File: config.mk
export PLATFORM = sky130hd
export DESIGN_NAME = calendar_clock_step
export DESIGN_NICKNAME = d
export VERILOG_FILES = /design/src/design/ccs_pkg.sv /design/src/design/ccs_load_chk.sv /design/src/design/ccs_step.sv /design/src/design/calendar_clock_step.sv
export SDC_FILE = /design/constraint.sdc
export NUM_CORES = 1
export LEC_CHECK = 0
export BUFFER_PORTS_ARGS = -buffer_cell sky130_fd_sc_hd__buf_4
export CORE_MARGIN = 5
export CORE_UTILIZATION = 61
export CTS_BUF_LIST = sky130_fd_sc_hd__clkbuf_8 sky130_fd_sc_hd__clkbuf_16
export DETAILED_ROUTE_END_ITERATION = 10
export PLACE_DENSITY = 0.82
export RECOVER_POWER = 50
export SYNTH_ARGS = -nofsm -noshare
export SYNTH_HDL_FRONTEND = slang
export SYNTH_SLANG_ARGS = --single-unit
File: constraint.sdc
create_clock -name clk_i -period 4.73 [get_ports clk_i]
set_clock_uncertainty 0.05 [all_clocks]
set_input_delay 0.946 -clock clk_i [delete_from_list [all_inputs] [get_ports clk_i]]
set_output_delay 0.946 -clock clk_i [all_outputs]
set_load 0.1 [all_outputs]
File: src/design/ccs_pkg.sv
// ----------------------------------------------------------------------------
// ccs_pkg
// Shared types, codes and calendar helpers for the calendar clock step block.
// ----------------------------------------------------------------------------
package ccs_pkg;

  localparam int unsigned YearW = 14;
  localparam logic [YearW-1:0] YEAR_TOP = 14'd16383;

  typedef enum logic [1:0] {
    KIND_UP   = 2'd0,
    KIND_DOWN = 2'd1,
    KIND_LOAD = 2'd2
  } kind_e;

  typedef enum logic [2:0] {
    UNIT_SEC   = 3'd0,
    UNIT_MIN   = 3'd1,
    UNIT_HOUR  = 3'd2,
    UNIT_DAY   = 3'd3,
    UNIT_MONTH = 3'd4,
    UNIT_YEAR  = 3'd5
  } unit_e;

  typedef enum logic [1:0] {
    ST_OK       = 2'd0,
    ST_BAD_LOAD = 2'd1,
    ST_UNDER    = 2'd2,
    ST_OVER     = 2'd3
  } status_e;

  typedef struct packed {
    logic [4:0]       day;
    logic [3:0]       month;
    logic [YearW-1:0] year;
    logic [4:0]       hour;
    logic [5:0]       minute;
    logic [5:0]       second;
  } stamp_t;

  function automatic logic is_leap(input logic [YearW-1:0] y);
    is_leap = (y[1:0] == 2'd0);
  endfunction

  function automatic logic short_month(input logic [3:0] m);
    short_month = (m == 4'd4) || (m == 4'd6) || (m == 4'd9) || (m == 4'd11);
  endfunction

  // days in month, February as a common year; codes 0 and 13..15 give 0
  function automatic logic [4:0] month_len(input logic [3:0] m);
    logic [4:0] len;
    case (m)
      4'd1, 4'd3, 4'd5, 4'd7, 4'd8, 4'd10, 4'd12: len = 5'd31;
      4'd4, 4'd6, 4'd9, 4'd11:                    len = 5'd30;
      4'd2:                                       len = 5'd28;
      default:                                    len = 5'd0;
    endcase
    month_len = len;
  endfunction

endpackage

File: src/design/ccs_load_chk.sv
// ----------------------------------------------------------------------------
// ccs_load_chk
// Range check of a date and time offered for loading.
// ----------------------------------------------------------------------------
module ccs_load_chk import ccs_pkg::*; (
  input  stamp_t ld_i,
  output logic   ok_o
);

  logic [4:0] lim;

  always_comb begin
    lim = month_len(ld_i.month);
    if (ld_i.month == 4'd2 && is_leap(ld_i.year)) begin
      lim = 5'd29;
    end
    // year field cannot exceed YEAR_TOP at this width
    ok_o = (ld_i.hour <= 5'd23) && (ld_i.minute <= 6'd59) && (ld_i.second <= 6'd59) &&
           (ld_i.month >= 4'd1) && (ld_i.month <= 4'd12) && (ld_i.day >= 5'd1) &&
           (ld_i.year <= YEAR_TOP) && (ld_i.day <= lim);
  end

endmodule

File: src/design/ccs_step.sv
// ----------------------------------------------------------------------------
// ccs_step
// Next date and time for one command: step up with carry, step down with
// borrow, or checked load.
// ----------------------------------------------------------------------------
module ccs_step import ccs_pkg::*; (
  input  stamp_t      cur_i,
  input  logic [1:0]  kind_i,
  input  logic [2:0]  unit_i,
  input  stamp_t      ld_i,
  output stamp_t      nxt_o,
  output status_e     status_o
);

  logic    ld_ok;
  stamp_t  up_t, dn_t;
  status_e up_st, dn_st;

  // up chain
  logic ug_sec, ug_min, ug_hr, ug_day, ug_mon, ug_yr, day_end;
  // down chain
  logic dg_sec, dg_min, dg_hr, dg_day, dg_mon, mon_borrow, yr_dec;
  logic [4:0] prev_len;

  ccs_load_chk u_load_chk (
    .ld_i (ld_i),
    .ok_o (ld_ok)
  );

  always_comb begin
    ug_sec = (unit_i == UNIT_SEC);
    ug_min = (unit_i == UNIT_MIN)  || (ug_sec && cur_i.second >= 6'd59);
    ug_hr  = (unit_i == UNIT_HOUR) || (ug_min && cur_i.minute >= 6'd59);
    ug_day = (unit_i == UNIT_DAY)  || (ug_hr && cur_i.hour >= 5'd23);
    day_end = (cur_i.day == 5'd28 && cur_i.month == 4'd2 && !is_leap(cur_i.year)) ||
              (cur_i.day == 5'd29 && cur_i.month == 4'd2) ||
              (cur_i.day == 5'd30 && short_month(cur_i.month)) ||
              (cur_i.day >= 5'd31);
    ug_mon = (unit_i == UNIT_MONTH) || (ug_day && day_end);
    ug_yr  = (unit_i == UNIT_YEAR)  || (ug_mon && cur_i.month >= 4'd12);

    up_t = cur_i;
    if (ug_sec) begin
      up_t.second = (cur_i.second >= 6'd59) ? 6'd0 : cur_i.second + 6'd1;
    end
    if (ug_min) begin
      up_t.minute = (cur_i.minute >= 6'd59) ? 6'd0 : cur_i.minute + 6'd1;
    end
    if (ug_hr) begin
      up_t.hour = (cur_i.hour >= 5'd23) ? 5'd0 : cur_i.hour + 5'd1;
    end
    if (ug_day) begin
      up_t.day = day_end ? 5'd1 : cur_i.day + 5'd1;
    end
    if (ug_mon) begin
      up_t.month = (cur_i.month >= 4'd12) ? 4'd1 : cur_i.month + 4'd1;
    end
    if (ug_yr) begin
      up_t.year = cur_i.year + 14'd1;
    end
    up_st = (ug_yr && cur_i.year >= YEAR_TOP) ? ST_OVER : ST_OK;
  end

  always_comb begin
    dg_sec = (unit_i == UNIT_SEC);
    dg_min = (unit_i == UNIT_MIN)  || (dg_sec && cur_i.second == 6'd0);
    dg_hr  = (unit_i == UNIT_HOUR) || (dg_min && cur_i.minute == 6'd0);
    dg_day = (unit_i == UNIT_DAY)  || (dg_hr && cur_i.hour == 5'd0);
    dg_mon = (unit_i == UNIT_MONTH) || (dg_day && cur_i.day <= 5'd1);
    mon_borrow = dg_mon && (cur_i.month <= 4'd1);
    // a year step alone saturates at zero
    yr_dec = ((unit_i == UNIT_YEAR) || mon_borrow) && (cur_i.year != '0);

    // length of the month before the current one
    if (cur_i.month <= 4'd1) begin
      prev_len = 5'd31;
    end else if (cur_i.month == 4'd3) begin
      prev_len = is_leap(cur_i.year) ? 5'd29 : 5'd28;
    end else if (cur_i.month == 4'd5 || cur_i.month == 4'd7 ||
                 cur_i.month == 4'd10 || cur_i.month == 4'd12) begin
      prev_len = 5'd30;
    end else begin
      prev_len = 5'd31;
    end

    dn_t = cur_i;
    if (dg_sec) begin
      dn_t.second = (cur_i.second == 6'd0) ? 6'd59 : cur_i.second - 6'd1;
    end
    if (dg_min) begin
      dn_t.minute = (cur_i.minute == 6'd0) ? 6'd59 : cur_i.minute - 6'd1;
    end
    if (dg_hr) begin
      dn_t.hour = (cur_i.hour == 5'd0) ? 5'd23 : cur_i.hour - 5'd1;
    end
    if (dg_day) begin
      dn_t.day = (cur_i.day > 5'd1) ? cur_i.day - 5'd1 : prev_len;
    end
    if (dg_mon) begin
      dn_t.month = mon_borrow ? 4'd12 : cur_i.month - 4'd1;
    end
    if (yr_dec) begin
      dn_t.year = cur_i.year - 14'd1;
    end
    dn_st = (mon_borrow && cur_i.year == '0) ? ST_UNDER : ST_OK;
  end

  always_comb begin
    case (kind_i)
      KIND_UP: begin
        status_o = up_st;
        nxt_o    = (up_st == ST_OK) ? up_t : cur_i;
      end
      KIND_DOWN: begin
        status_o = dn_st;
        nxt_o    = (dn_st == ST_OK) ? dn_t : cur_i;
      end
      KIND_LOAD: begin
        status_o = ld_ok ? ST_OK : ST_BAD_LOAD;
        nxt_o    = ld_ok ? ld_i : cur_i;
      end
      default: begin
        status_o = ST_OK;
        nxt_o    = cur_i;
      end
    endcase
  end

endmodule

File: src/design/calendar_clock_step.sv
// ----------------------------------------------------------------------------
// calendar_clock_step
// Date and time keeper: one step-up, step-down or load command per word.
// ----------------------------------------------------------------------------
// Path: a word is taken into the input register, passes the step logic and is
// captured in the result register, which drives result valid.
// Throughput: one word per cycle unless the output stalls; the held date and
// time updates as each word enters the result register, so words chain directly.
// Reset: date and time return to 1/1/2007 00:00:00, both stages empty.
module calendar_clock_step import ccs_pkg::*; (
  input  logic        clk_i,
  input  logic        rst_ni,
  input  logic        in_valid_i,
  output logic        in_stall_o,
  input  logic [1:0]  kind_i,
  input  logic [2:0]  unit_i,
  input  logic [4:0]  load_day_i,
  input  logic [3:0]  load_month_i,
  input  logic [13:0] load_year_i,
  input  logic [4:0]  load_hour_i,
  input  logic [5:0]  load_minute_i,
  input  logic [5:0]  load_second_i,
  output logic        out_valid_o,
  input  logic        out_stall_i,
  output logic [4:0]  cur_day_o,
  output logic [3:0]  cur_month_o,
  output logic [13:0] cur_year_o,
  output logic [4:0]  cur_hour_o,
  output logic [5:0]  cur_minute_o,
  output logic [5:0]  cur_second_o,
  output logic [1:0]  status_o
);

  localparam stamp_t RESET_STAMP = '{day: 5'd1, month: 4'd1, year: 14'd2007,
                                     hour: 5'd0, minute: 6'd0, second: 6'd0};

  logic       s1_vld_q;
  logic [1:0] s1_kind_q;
  logic [2:0] s1_unit_q;
  stamp_t     s1_ld_q;

  logic       out_vld_q;
  stamp_t     out_q;
  status_e    out_st_q;

  stamp_t     state_q, state_d;
  status_e    step_st;

  logic advance, s1_move, in_take;

  assign advance    = !out_vld_q || !out_stall_i;
  assign s1_move    = s1_vld_q && advance;
  assign in_stall_o = s1_vld_q && !advance;
  assign in_take    = in_valid_i && !in_stall_o;

  ccs_step u_step (
    .cur_i    (state_q),
    .kind_i   (s1_kind_q),
    .unit_i   (s1_unit_q),
    .ld_i     (s1_ld_q),
    .nxt_o    (state_d),
    .status_o (step_st)
  );

  always_ff @(posedge clk_i or negedge rst_ni) begin
    if (!rst_ni) begin
      s1_vld_q  <= 1'b0;
      out_vld_q <= 1'b0;
      state_q   <= RESET_STAMP;
    end else begin
      if (in_take) begin
        s1_vld_q <= 1'b1;
      end else if (s1_move) begin
        s1_vld_q <= 1'b0;
      end
      if (advance) begin
        out_vld_q <= s1_vld_q;
      end
      if (s1_move) begin
        state_q <= state_d;
      end
    end
  end

  always_ff @(posedge clk_i) begin
    if (in_take) begin
      s1_kind_q       <= kind_i;
      s1_unit_q       <= unit_i;
      s1_ld_q.day     <= load_day_i;
      s1_ld_q.month   <= load_month_i;
      s1_ld_q.year    <= load_year_i;
      s1_ld_q.hour    <= load_hour_i;
      s1_ld_q.minute  <= load_minute_i;
      s1_ld_q.second  <= load_second_i;
    end
    if (s1_move) begin
      out_q    <= state_d;
      out_st_q <= step_st;
    end
  end

  assign out_valid_o  = out_vld_q;
  assign cur_day_o    = out_q.day;
  assign cur_month_o  = out_q.month;
  assign cur_year_o   = out_q.year;
  assign cur_hour_o   = out_q.hour;
  assign cur_minute_o = out_q.minute;
  assign cur_second_o = out_q.second;
  assign status_o     = out_st_q;

endmodule
==> After elaboration in Yosys (flattened, before gate mapping) <==
Memory sizes are Yosys's and may differ from the RTL's. A register that Yosys moved wholly into a read port is not among the register bits.
Index checks and enable logic that the tools add are counted.
{ "word_totals": {"reg_bits": 129, "latch_bits": 0, "mem_bits_rw": 0, "romBits": 80, "out_inout_bits": 44, "wordCells": 177, "mem_count": 1} }
{ "classes": {"addsub": 12, "n_mul": 0, "div": 0, "order_cmp": 17, "eq_ne": 21, "shift": 0, "muxes": 38, "bitwise": 0, "n_reduce_logical": 65} }
{ "memory_table": {"columns": ["memory", "depth", "word_bits", "rd", "rd_clocked_by_memory_dff", "write_ports", "line", "source"], "rows": [
  ["(name not given)", 16, 5, 1, 1, 0, "ccs_pkg.sv:52", "case (m)"]
]} }
{ "ops": {"columns": ["cell", "count"], "rows": [
  ["40-bit 2-to-1 mux", 3],
  ["40-bit one-hot mux with 3 select lines", 1],
  ["5-bit 2-to-1 mux", 11],
  ["6-bit 2-to-1 mux", 8],
  ["1-bit logical AND", 28],
  ["14-bit 2-to-1 mux", 2],
  ["1-bit logical OR", 20],
  ["4-bit 2-to-1 mux", 5],
  ["4-bit by 3-bit == test with 1-bit output, second input constant", 4],
  ["4-bit == test, second input constant", 4],
  ["5-bit == test, second input constant", 3],
  ["14-bit by 1-bit adder with 14-bit output, second input constant", 1],
  ["14-bit greater-or-equal comparator, second input constant", 1],
  ["14-bit <= comparator, second input constant", 1],
  ["14-bit zero test", 1],
  ["14-bit nonzero test", 1],
  ["14-bit by 1-bit subtractor with 14-bit output, second input constant", 1],
  ["6-bit by 1-bit adder with 6-bit output, second input constant", 2],
  ["4-bit by 2-bit == test with 1-bit output, second input constant", 3],
  ["6-bit greater-or-equal comparator, second input constant", 2],
  ["6-bit <= comparator, second input constant", 2],
  ["6-bit zero test", 2],
  ["6-bit by 1-bit subtractor with 6-bit output, second input constant", 2],
  ["5-bit by 1-bit adder with 5-bit output, second input constant", 2],
  ["other kinds (26)", 43]
]} }

==> Depth between registers and ports, before layout <==
Gate-level depths: netlist (run 1).
{ "depth": {"depth_word": 16, "depth_mapped": 13} }

==> Cells and area by module <==
From an unflattened synthesis (run 1), not the netlist that was laid out.
{ "hier_totals": {"cells_unflattened": 830, "area_unflattened_um2": 8321.7} }
{ "by_module_without_submodules": {"columns": ["module", "instances", "cells_each", "area_each_um2", "seq_area_each_um2"], "rows": [
  ["calendar_clock_step", 1, 179, 4220.3, 3677.3],
  ["ccs_step", 1, 623, 3888.7, 0.0],
  ["ccs_load_chk", 1, 28, 212.7, 0.0]
]} }

==> Worst setup path after synthesis (run 1) <==
Ideal clock, no wire load.
{ "synth_timing": {"path_kind": "input to register", "start": "in out_stall_i", "end": "reg state_q[18] (netlist bit)", "setup_time_ns": 0.090, "t_arrival_ns": 3.187, "required_ns": 4.590, "slack_ns": 1.403, "stages": 7, "path_buffers": 2, "cell_sequence": "nand2_1 nand2_1 inv_1 clkbuf_1 clkbuf_1 a21oi_1 a21oi_1"} }
{ "synth_between": {"elab_chain_cells": 3} }
{ "synth_rtl": {"columns": ["element", "line", "source"], "rows": [
  ["start: declaration", "calendar_clock_step.sv:24", "input logic out_stall_i,"],
  ["1-bit zero test", "calendar_clock_step.sv:51", "assign advance = !out_vld_q || !out_stall_i;"],
  ["1-bit logical OR", "calendar_clock_step.sv:51", null],
  ["1-bit logical AND", "calendar_clock_step.sv:52", "assign s1_move = s1_vld_q && advance;"],
  ["via s1_move", "calendar_clock_step.sv:49", "logic advance, s1_move, in_take;"],
  ["end signal: assignment", "calendar_clock_step.sv:80", "state_q <= state_d;"],
  ["end: declaration", "calendar_clock_step.sv:46", "stamp_t state_q, state_d;"]
]} }
The timed path passes the listed nets, and every way through them passes these cells.
A chain may end at the register's enable or synchronous reset.

==> flow_summary_export.csv, run 1 <==
group,metric,value,unit
run_status,status,"finished with violations",
run_status,violations,"max-capacitance violations, max-slew violations",
clock_network,cts_root_buffer,"clkbuf_16",
clock_network,cts.path.max_buffers,2,
sta,slew_violations,43,
floorplanning,rows,45,
clock_network,postCtsHoldBufs,0,
layout,post-route-util,70.5,%
sta,rsz0062_at_grt,"no",
yosys,yosysMostFrequentCell,"nand2_1",
power,power,5.53,mW
routing,routed_wirelength,30900,µm
placement,gp_congestion,1.02,
sta,min_period,3790,ps
critical_path,arrival,3890,ps
placement,dpl_cell_area,0.0102,mm²
critical_path,regToRegSetupSlack,940,ps
global_route,grt_max_degree,66,
yosys,synthCells,1050,
routing,drc_errors,0,
floorplanning,start_util,61.9,%
sta,final-setup-viol-count,0,
critical_path,critical_path_class,"reg2reg",
yosys,synth_ff_type,"edfxtp_1",
placement,dp_hpwl,21100,µm
floorplanning,die_x,134,µm
global_route,antenna_found_initial,0,
yosys,synth_top_area_share,28.0,%
hold_path,min_to,"out_valid_o",
yosys,synth_nets,1126,
clock_network,clk_pin_slew_worst_paths,60,ps
clock_network,clk_latency,440,ps
critical_path,slowest_stage,"dfrtp_1",
hold_path,whs_path_depth,1,
critical_path,rr_endpoint,"cur_minute_o[0]",
global_route,grt-ovfl-total,0,
yosys,syn_area,0.00934,mm²
critical_path,path_cells,"inv_1, ha_1, nor4b_4, a31oi_2, o31ai_4, nand3_1, and2_1, o211a_1, o31ai_1, o221ai_1",
power,leakage,4.05,nW
critical_path,cp_data_required_time,4830,ps
yosys,ys_ff_latch,132,
yosys,ys_warn_count,0,
critical_path,slowest_delay,480,ps
routing,first_pass_iters,6,
critical_path,crit_path_end_kind,"register",
clock_network,cts_resized,0,
hold_path,hp-class,"reg2reg",
routing,viasPerCell,7.16,
global_route,grt_pass1_wl,48800,µm
sta,fin_crit_sh,80.2,%
placement,dp_cells,1279,
yosys,synth_top_cell_by_area,"edfxtp_1",
floorplanning,coreArea,0.0151,mm²
layout,fin_nets,1186,
routing,ant_nets,0,
floorplanning,die_h,134,µm
critical_path,timing.rr.start,"state_q[13]",
floorplanning,io_pins,93,
floorplanning,design.die.area,0.0179,mm²
critical_path,startpoint_type,"register",
yosys,avgSynthCellArea,8.90,µm²
layout,area_delta_synth_final,13.9,%
routing,initialDrtViolationCount,1490,
sta,worstMarginPinSlew,2700,ps
power,ir_drop,0.000308,V
global_route,grt_util_all_layers,34.7,%
layout,n_antenna_cell,0,
clock_network,cts_tree,"done",
clock_network,cts.sinks,132,
critical_path,critPathBufInv,1,
clock_network,cts-htree-levels,4,
sta,hold_violations,0,
clock_network,cts_setup_buffers,0,
sta,fin_tns_setup,0,ps
layout,nFillCells,1218,
hold_path,worstHoldStart,"s1_vld_q",
yosys,ys_top_cells_by_area,"edfxtp_1, dfrtp_1, nand2_1",
sta,max_freq,264,MHz
yosys,synth-edff-count,87,
power,power_density,520,mW/mm²
routing,vias,9389,
yosys,yosys-top-cells-count,"nand2_1, nor2_1, edfxtp_1",
routing,avgRoutedWirePerCell,23.6,µm
yosys,ys_seq_area_share,40.0,%
layout,regArea,0.00374,mm²
yosys,synthArstFlopShare,31.8,%
yosys,ys_types,93,
sta,timing.slew.headroom,-80.1,%
clock_network,numCtsBuffers,17,
layout,fin_area,0.0106,mm²
placement,portBuffers,92,
critical_path,rr_worst_depth,10,
critical_path,critPathTopFamily,"compound AO/OA/AOI/OAI gates",
global_route,grt_pass1_vias,8854,
layout,multiInputGateArea,0.00520,mm²
run,max_cap_violations,1,
layout,fin_cells,1311,
critical_path,crit_fanout,10,
layout,drive_gt1_share,15.1,%
## metrics by stage
stage / hold slack (ps) / setup slack [ps]
6_report: 451 / 936
5_1_grt: 474 / 809
4_1_cts: 454 / 1050
3_5_place_dp: 436 / 1090
3_3_place_gp: 436 / 1210
2_1_floorplan: 407 / 1400
## metal layers
| metal | up-vias | routed length (µm) | GRT usage [%] |
|---|---|---|---|
| met1 | 4334 | 11600 | 47.4 |
| met4 | 0 | 1500 | 17.4 |
| met5 | - | 0 | 0 |
| met3 | 133 | 4390 | 8.87 |
| li1 | 4162 | - | - |
| met2 | 760 | 13500 | 51.5 |
## how the worst max path moves through the flow
stage	start	end	cells past startpoint
after global routing	state_q[13]	cur_minute_o[0]	10
after CTS	state_q[13]	cur_minute_o[0]	10
after floorplan	out_stall_i	state_q[18]	7
after detailed placement	s1_ld_q[33]	cur_minute_o[3]	13
after global placement	s1_ld_q[33]	cur_minute_o[3]	13
final	state_q[13]	cur_minute_o[0]	10
## placed cells by master, fill, tap and decap left out, types with 17 or more instances in the layout
cell       count
a31oi_1       26
o211ai_1      17
nand2_1      112
nand3_1       35
a21oi_1       67
edfxtp_1      87
inv_1         22
dfrtp_1       31
clkbuf_1      38
ha_1          27
buf_4         41
clkbuf_16     17
and3_1        20
clkbuf_4      42
nand4_1       23
mux2i_1       18
o21ai_0       46
nor3_1        34
nor2_1       103
## cell families (layout without fill, tap and decap cells)
| family | Yosys count | count (layout) | synth area share [%] |
|---|---|---|---|
| simple gates | 402 | 402 | 21.4 |
| compound gates | 345 | 345 | 26.2 |
| xor+xnor | 9 | 9 | 0.844 |
| buf+inv | 103 | 176 | 4.37 |
| flops | 132 | 132 | 40.0 |
| fa+ha+maj | 27 | 27 | 3.62 |
| mux | 32 | 32 | 3.62 |
## flip-flops by register name, indices dropped and copies added (netlist names), 3 cells and up, named ones only
name and count:
cur_hour_o 5, s1_ld_q 40, cur_minute_o 6, cur_second_o 6, cur_day_o 5, state_q 40
cur_month_o 4, s1_unit_q 3, cur_year_o 14
## layout make-up
cell class,count,share of cell area [%]
Sequential cell,132,35.1
Inverter,23,0.811
Timing Repair Buffer,121,7.19
Clock buffer,17,4.00
Clock inverter,15,1.83
Tap cell,188,2.21
Multi-Input combinational cell,815,48.8
## report_power, final
group / switching [mW] / leakage, nW / total (mW) / internal (mW)
Combinational: 1.49 / 2.40 / 2.19 / 0.701
Clock: 0.575 / 0.304 / 1.42 / 0.846
Sequential: 0.410 / 1.35 / 1.92 / 1.51
Total: 2.47 / 4.05 / 5.53 / 3.06
(Power assumes the default switching activity.)
==> run 2: changes to the inputs <==
--- a/config.mk
+++ b/config.mk
@@ -5,6 +5,7 @@
 export SDC_FILE = /design/constraint.sdc
 export NUM_CORES = 1
 export LEC_CHECK = 0
+export ABC_AREA = 1
 export BUFFER_PORTS_ARGS = -buffer_cell sky130_fd_sc_hd__buf_4
 export CORE_MARGIN = 5
 export CORE_UTILIZATION = 61
==> constraint.sdc (replaced) <==
create_clock -name clk_i -period 3.91 [get_ports clk_i]
set_clock_uncertainty 0.05 [all_clocks]
set_input_delay 0.782 -clock clk_i [delete_from_list [all_inputs] [get_ports clk_i]]
set_output_delay 0.782 -clock clk_i [all_outputs]
set_load 0.1 [all_outputs]
==> run 2 against run 1 <==
Compared with the run above: the flow still finishes with violations (max-capacitance violations, max-slew violations); synthesized cell count increased by 20%; register-to-register slack got worse by 460 ps; global-route usage decreased by 4.4 points; area after synthesis increased by 2.1%; via count decreased by 2.5%; wire length decreased by 12%; clock power increased by 22%; largest power group unchanged; highest routed layer unchanged.
==> flow_summary_export.csv, run 2 <==
group,metric,value,unit
run_status,violations,"max-capacitance violations, max-slew violations",
clock_network,cts_setup_buffers,0,
floorplanning,rows,45,
placement,portBuffers,92,
clock_network,cts-htree-levels,4,
layout,final_common_cell,"nand2_1",
critical_path,startpoint_type,"register",
global_route,grt_util_all_layers,30.4,%
sta,min_period,3440,ps
clock_network,numCtsBuffers,17,
placement,dp_hpwl,18400,µm
critical_path,crit_fanout,22,
layout,final_cell_mix,"nand2_1, nand3_1, o21ai_0",
yosys,yosys-top-cells-count,"nand2_1, nand3_1, o21ai_0",
critical_path,rr_worst_depth,17,
clock_network,cts.sinks,132,
critical_path,regToRegSetupSlack,470,ps
yosys,synthCells,1257,
yosys,avgSynthCellArea,7.59,µm²
routing,initialDrtViolationCount,987,
hold_path,whs_path_depth,2,
floorplanning,design.die.area,0.0182,mm²
global_route,grt_pass1_wl,44100,µm
floorplanning,die_h,135,µm
global_route,grt_pass1_vias,8486,
clock_network,clk_pin_slew_worst_paths,60,ps
clock_network,cts.path.max_buffers,2,
critical_path,arrival,3630,ps
clock_network,clk_latency,420,ps
yosys,synth_ff_type,"edfxtp_1",
layout,n_antenna_cell,0,
critical_path,crit_path_end_kind,"register",
critical_path,rr_endpoint,"state_q[7]",
sta,rsz0062_at_grt,"no",
run_status,status,"finished with violations",
power,power_density,713,mW/mm²
run,max_cap_violations,2,
layout,fin_area,0.0108,mm²
sta,fin_crit_sh,87.9,%
yosys,yosysMostFrequentCell,"nand2_1",
sta,final-setup-viol-count,0,
yosys,syn_area,0.00954,mm²
layout,drive_gt1_share,14.7,%
placement,dpl_cell_area,0.0103,mm²
yosys,synth_top_cell_by_area,"edfxtp_1",
power,p_int,4.04,mW
yosys,synth_nets,1333,
power,power.share.sequential,31.4,%
clock_network,cts_tree,"done",
sta,max_freq,291,MHz
floorplanning,die_x,135,µm
floorplanning,coreArea,0.0153,mm²
routing,routed_wirelength,27300,µm
clock_network,cts_resized,0,
power,p_clk_share,22.4,%
layout,area_delta_synth_final,13.3,%
yosys,synth_top_area_share,27.4,%
power,swShare,47.6,%
global_route,grt-ovfl-total,0,
power,ir_drop,0.000492,V
hold_path,hp-class,"reg2reg",
routing,avgRoutedWirePerCell,17.8,µm
critical_path,cp_data_required_time,4110,ps
yosys,synth-edff-count,87,
routing,viasPerCell,5.96,
sta,hold_violations,0,
critical_path,timing.rr.start,"state_q[35]",
power,pwr-share-comb,46.1,%
routing,ant_nets,0,
sta,slew_violations,43,
hold_path,worstHoldStart,"s1_vld_q",
clock_network,postCtsHoldBufs,0,
yosys,ys_warn_count,0,
clock_network,cts_root_buffer,"clkbuf_16",
sta,worstMarginPinSlew,2740,ps
yosys,synthArstFlopShare,31.8,%
sta,timing.slew.headroom,-82.9,%
floorplanning,io_pins,93,
global_route,antenna_found_initial,0,
routing,drc_errors,0,
layout,fin_nets,1389,
hold_path,min_to,"out_valid_o",
sta,fin_tns_setup,0,ps
critical_path,critical_path_class,"reg2reg",
yosys,ys_top_cells_by_area,"edfxtp_1, nand2_1, nand3_1",
placement,gp_congestion,0.981,
yosys,ys_ff_latch,132,
floorplanning,start_util,62.5,%
yosys,ys_types,50,
global_route,grt_max_degree,59,
yosys,ys_seq_area_share,39.2,%
routing,first_pass_iters,6,
routing,vias,9155,
power,leakage,4.82,nW
power,p_sw,3.67,mW
-- run 2: changes by cell type in the layout (fill, tap and decap cells not counted), moves of 29 or more --
cell / change
nand2_1: +258
o21ai_0: +54
a21oi_1: -40
inv_1: +69
xor2_1: +29
nor2_1: -46
nand3_1: +129
-- run 2: worst max-delay path by stage --
stage,slack [ps],cells after the start,start,end
2_1_floorplan,160,10,out_valid_o,register
3_3_place_gp,550,16,state_q[35],cur_year_o[3]
3_5_place_dp,590,16,state_q[35],cur_year_o[3]
4_1_cts,570,16,state_q[35],cur_year_o[3]
5_1_grt,210,19,state_q[0],cur_year_o[12]
6_report,470,17,state_q[35],state_q[7]
-- run 2: worst max-delay path, stage by stage (launching register included) --
cell      delay (ps)
dfstp_2          590
clkinv_1         310
ha_1             330
nand2_1           70
nor2_1            40
nand3_1          100
nand4_2          210
nand2_4          160
nand2_8           80
nand2_8          120
nand2_4           60
nand2_2          380
buf_12           240
nand2_1           60
nand3_1           60
nand4_1          160
nand2_1          100
o21ai_0          100
-- run 2: layout make-up --
type                            instances  area [µm²]
Tap cell                              211         264
Timing Repair Buffer                  111         757
Clock buffer                           18         439
Clock inverter                         14         203
Inverter                              103         387
Fill cell                            1299        4440
Multi-Input combinational cell        948        5030
Sequential cell                       132        3740
-- run 2: logic make-up after synthesis --
family          synth area share, %
compound gates                 10.7
xor+xnor                       3.49
fa+ha+maj                      3.54
buf+inv                        8.22
flops                          39.2
mux                           0.105
simple gates                   34.7
-- run 2: per-stage QoR --
| stage | setup WS [ps] | power, mW | util (%) | hold WS [ps] | cells |
|---|---|---|---|---|---|
| final | 473 | 7.71 | 70.9 | 406 | 1537 |
| after global routing | 210 | 8.20 | 70.9 | 450 | 1537 |
| after CTS | 565 | 7.70 | 71.5 | 353 | 1537 |
| after detailed placement | 590 | 5.95 | 67.3 | 439 | 1505 |
| after global placement | 545 | 5.92 | 67.3 | 437 | 1505 |
| after floorplan | 162 | 5.18 | - | 395 | 1257 |
-- run 2: power by group through the flow --
stage / Combinational (mW) / Clock, mW / Sequential [mW]
floorplan: 2.37 / 0 / 2.81
global placement: 3.50 / 0 / 2.42
detailed placement: 3.53 / 0 / 2.42
CTS: 3.56 / 1.75 / 2.40
global route: 3.91 / 1.82 / 2.47
finish: 3.56 / 1.73 / 2.42
-- run 2: layer usage --
metal,global-route usage [%],part of all wire [%],vias up
li1,-,-,4357
met3,6.22,9.1,72
met4,10.8,2.6,0
met2,48.7,47,510
met1,41.2,42,4216
met5,0,0,-
==> run 3: changes to the inputs <==
--- a/config.mk
+++ b/config.mk
@@ -13,6 +13,7 @@
 export DETAILED_ROUTE_END_ITERATION = 10
 export PLACE_DENSITY = 0.82
 export RECOVER_POWER = 50
+export REMOVE_ABC_BUFFERS = 1
 export SYNTH_ARGS = -nofsm -noshare
 export SYNTH_HDL_FRONTEND = slang
 export SYNTH_SLANG_ARGS = --single-unit
==> run 3 against run 2 <==
Compared with the run above: sequential power is essentially flat; final cell count unchanged; the flow still finishes with violations (max-capacitance violations, max-slew violations); non-clock buffer count unchanged; fmax up 1.2%; clock power shrank 13%; worst setup slack improved by 41 ps; first-iteration DRC count is 18% higher; critical path depth shrank 1; clock-buffer cell count is 1 higher; core utilization shrank 1.0 points; highest routed layer is now met5.
==> flow_summary_export.csv, run 3 (synthesis gave the netlist of run 2 again) <==
group,metric,value,unit
sta,slew_violations,43,
clock_network,clk_pin_slew_worst_paths,60,ps
placement,dpl_cell_area,0.0103,mm²
critical_path,startpoint_type,"register",
floorplanning,die_x,135,µm
layout,final_cell_mix,"nand2_1, nand3_1, o21ai_0",
sta,min_period,3400,ps
floorplanning,rows,45,
layout,fin_nets,1389,
layout,final_common_cell,"nand2_1",
sta,max_freq,294,MHz
routing,initialDrtViolationCount,1166,
critical_path,slowest_stage,"dfrtp_1",
power,ir_drop,0.000440,V
layout,fin_area,0.0107,mm²
critical_path,rr_worst_depth,16,
clock_network,cts_tree,"done",
global_route,grt_max_degree,85,
global_route,antenna_found_initial,1,
clock_network,clk_latency,440,ps
power,leakage,4.71,nW
routing,ant_nets,0,
floorplanning,start_util,62.5,%
power,power_density,699,mW/mm²
critical_path,crit_path_end_kind,"register",
critical_path,crit_fanout,26,
critical_path,path_cells,"inv_1, ha_1, nand3_1, nor2_2, nand2_2, nand2_2, nand2_2, nand2_4, nand2_2, nand2_4, nand2_2, nand2_4, nand3_4, o211ai_1, nand3b_1, and2_1",
sta,rsz0062_at_grt,"no",
routing,avgRoutedWirePerCell,17.5,µm
routing,routed_wirelength,26900,µm
critical_path,path_depth,16,
run_status,violations,"max-capacitance violations, max-slew violations",
layout,n_antenna_cell,0,
layout,drive_gt1_share,13.2,%
critical_path,regToRegSetupSlack,510,ps
global_route,grt_pass1_wl,43400,µm
clock_network,cts_root_buffer,"clkbuf_16",
placement,dpl_worst_slack,632,ps
clock_network,cts_setup_buffers,0,
placement,dp_hpwl,17800,µm
sta,fin_crit_sh,86.9,%
critical_path,critPathBufInv,1,
floorplanning,die_h,135,µm
placement,portBuffers,92,
critical_path,crit_top_cell,"nand2_2",
critical_path,rr_endpoint,"cur_day_o[4]",
critical_path,timing.rr.start,"state_q[0]",
routing,vias,9116,
clock_network,cts-htree-levels,4,
run_status,status,"finished with violations",
clock_network,postCtsHoldBufs,0,
sta,setup_ws,513,ps
critical_path,crit_path_end,"cur_day_o[4]",
layout,nFillCells,1279,
floorplanning,coreArea,0.0153,mm²
sta,final-setup-viol-count,0,
critical_path,slowest_delay,440,ps
routing,drc_errors,0,
power,power,7.45,mW
global_route,grt_pass1_vias,8589,
routing,viasPerCell,5.93,
run,max_cap_violations,1,
clock_network,cts_resized,0,
routing,route.met3.wl,2510,µm
floorplanning,design.die.area,0.0182,mm²
routing,wl_met2,12400,µm
placement,dp_cells,1505,
sta,timing.slew.headroom,-84.5,%
critical_path,cp_data_required_time,4050,ps
clock_network,cts.path.max_buffers,2,
routing,highest_layer,"met5",
critical_path,critPathTopFamily,"simple AND/OR/NAND/NOR gates",
clock_network,numCtsBuffers,17,
critical_path,arrival,3530,ps
global_route,grt-ovfl-total,0,
critical_path,cp-startpoint,"state_q[0]",
routing,wl_met1,11100,µm
clock_network,cts.sinks,132,
layout,area_delta_synth_final,11.7,%
layout,fin_cells,1537,
hold_path,hp-class,"reg2reg",
layout,regArea,0.00374,mm²
sta,hold_violations,0,
sta,holdWs,448,ps
floorplanning,io_pins,93,
placement,gp_congestion,0.981,
global_route,grt_util_all_layers,29.9,%
routing,first_pass_iters,6,
layout,multiInputGateArea,0.00503,mm²
sta,worstMarginPinSlew,2770,ps
critical_path,critical_path_class,"reg2reg",
run 3: final cells by class:
cell class              instances  area share (%)
clock inverters                13           0.892
multi-input cells             948            47.2
clock buffers                  19            4.25
inverters                     103            3.63
well taps                     211            2.48
repair buffers                111            6.45
flip-flops and latches        132            35.1
run 3: worst register-to-register path: stages (launching register included):
cell and delay, ps:
dfrtp_1 440, inv_1 240, ha_1 190, nand3_1 90, nor2_2 130, nand2_2 100
nand2_2 220, nand2_2 130, nand2_4 140, nand2_2 90, nand2_4 130, nand2_2 100
nand2_4 160, nand3_4 370, o211ai_1 330, nand3b_1 120, and2_1 150
run 3: through the flow:
step	TNS [ps]	util (%)
global placement	0	67.2
floorplan	-115630	-
global route	0	69.8
finish	0	69.8
CTS	0	70.8
detailed placement	0	67.2
run 3: worst min-delay path by stage:
stage                            from     endpoint  slack [ps]  cells after the start
final                     state_q[18]  state_q[18]         450                      2
after global placement       s1_vld_q  out_valid_o         430                      2
after detailed placement  state_q[27]  state_q[27]         440                      2
after global routing      state_q[18]  state_q[18]         480                      2
after CTS                      rst_ni  state_q[38]         340                      1
after floorplan              s1_vld_q  out_valid_o         380                      2
run 3: power by group:
group	total (mW)	leakage [nW]	internal (mW)	switching [mW]
registers	2.41	1.38	1.92	0.486
clock network	1.50	0.272	0.891	0.608
logic	3.55	3.06	0.998	2.55
run 3: routing by layer:
metal	up-vias	GRT usage (%)
met3	85	6.48
met4	2	12.3
met1	4191	39.6
li1	4349	-
met5	-	0
met2	489	47.9
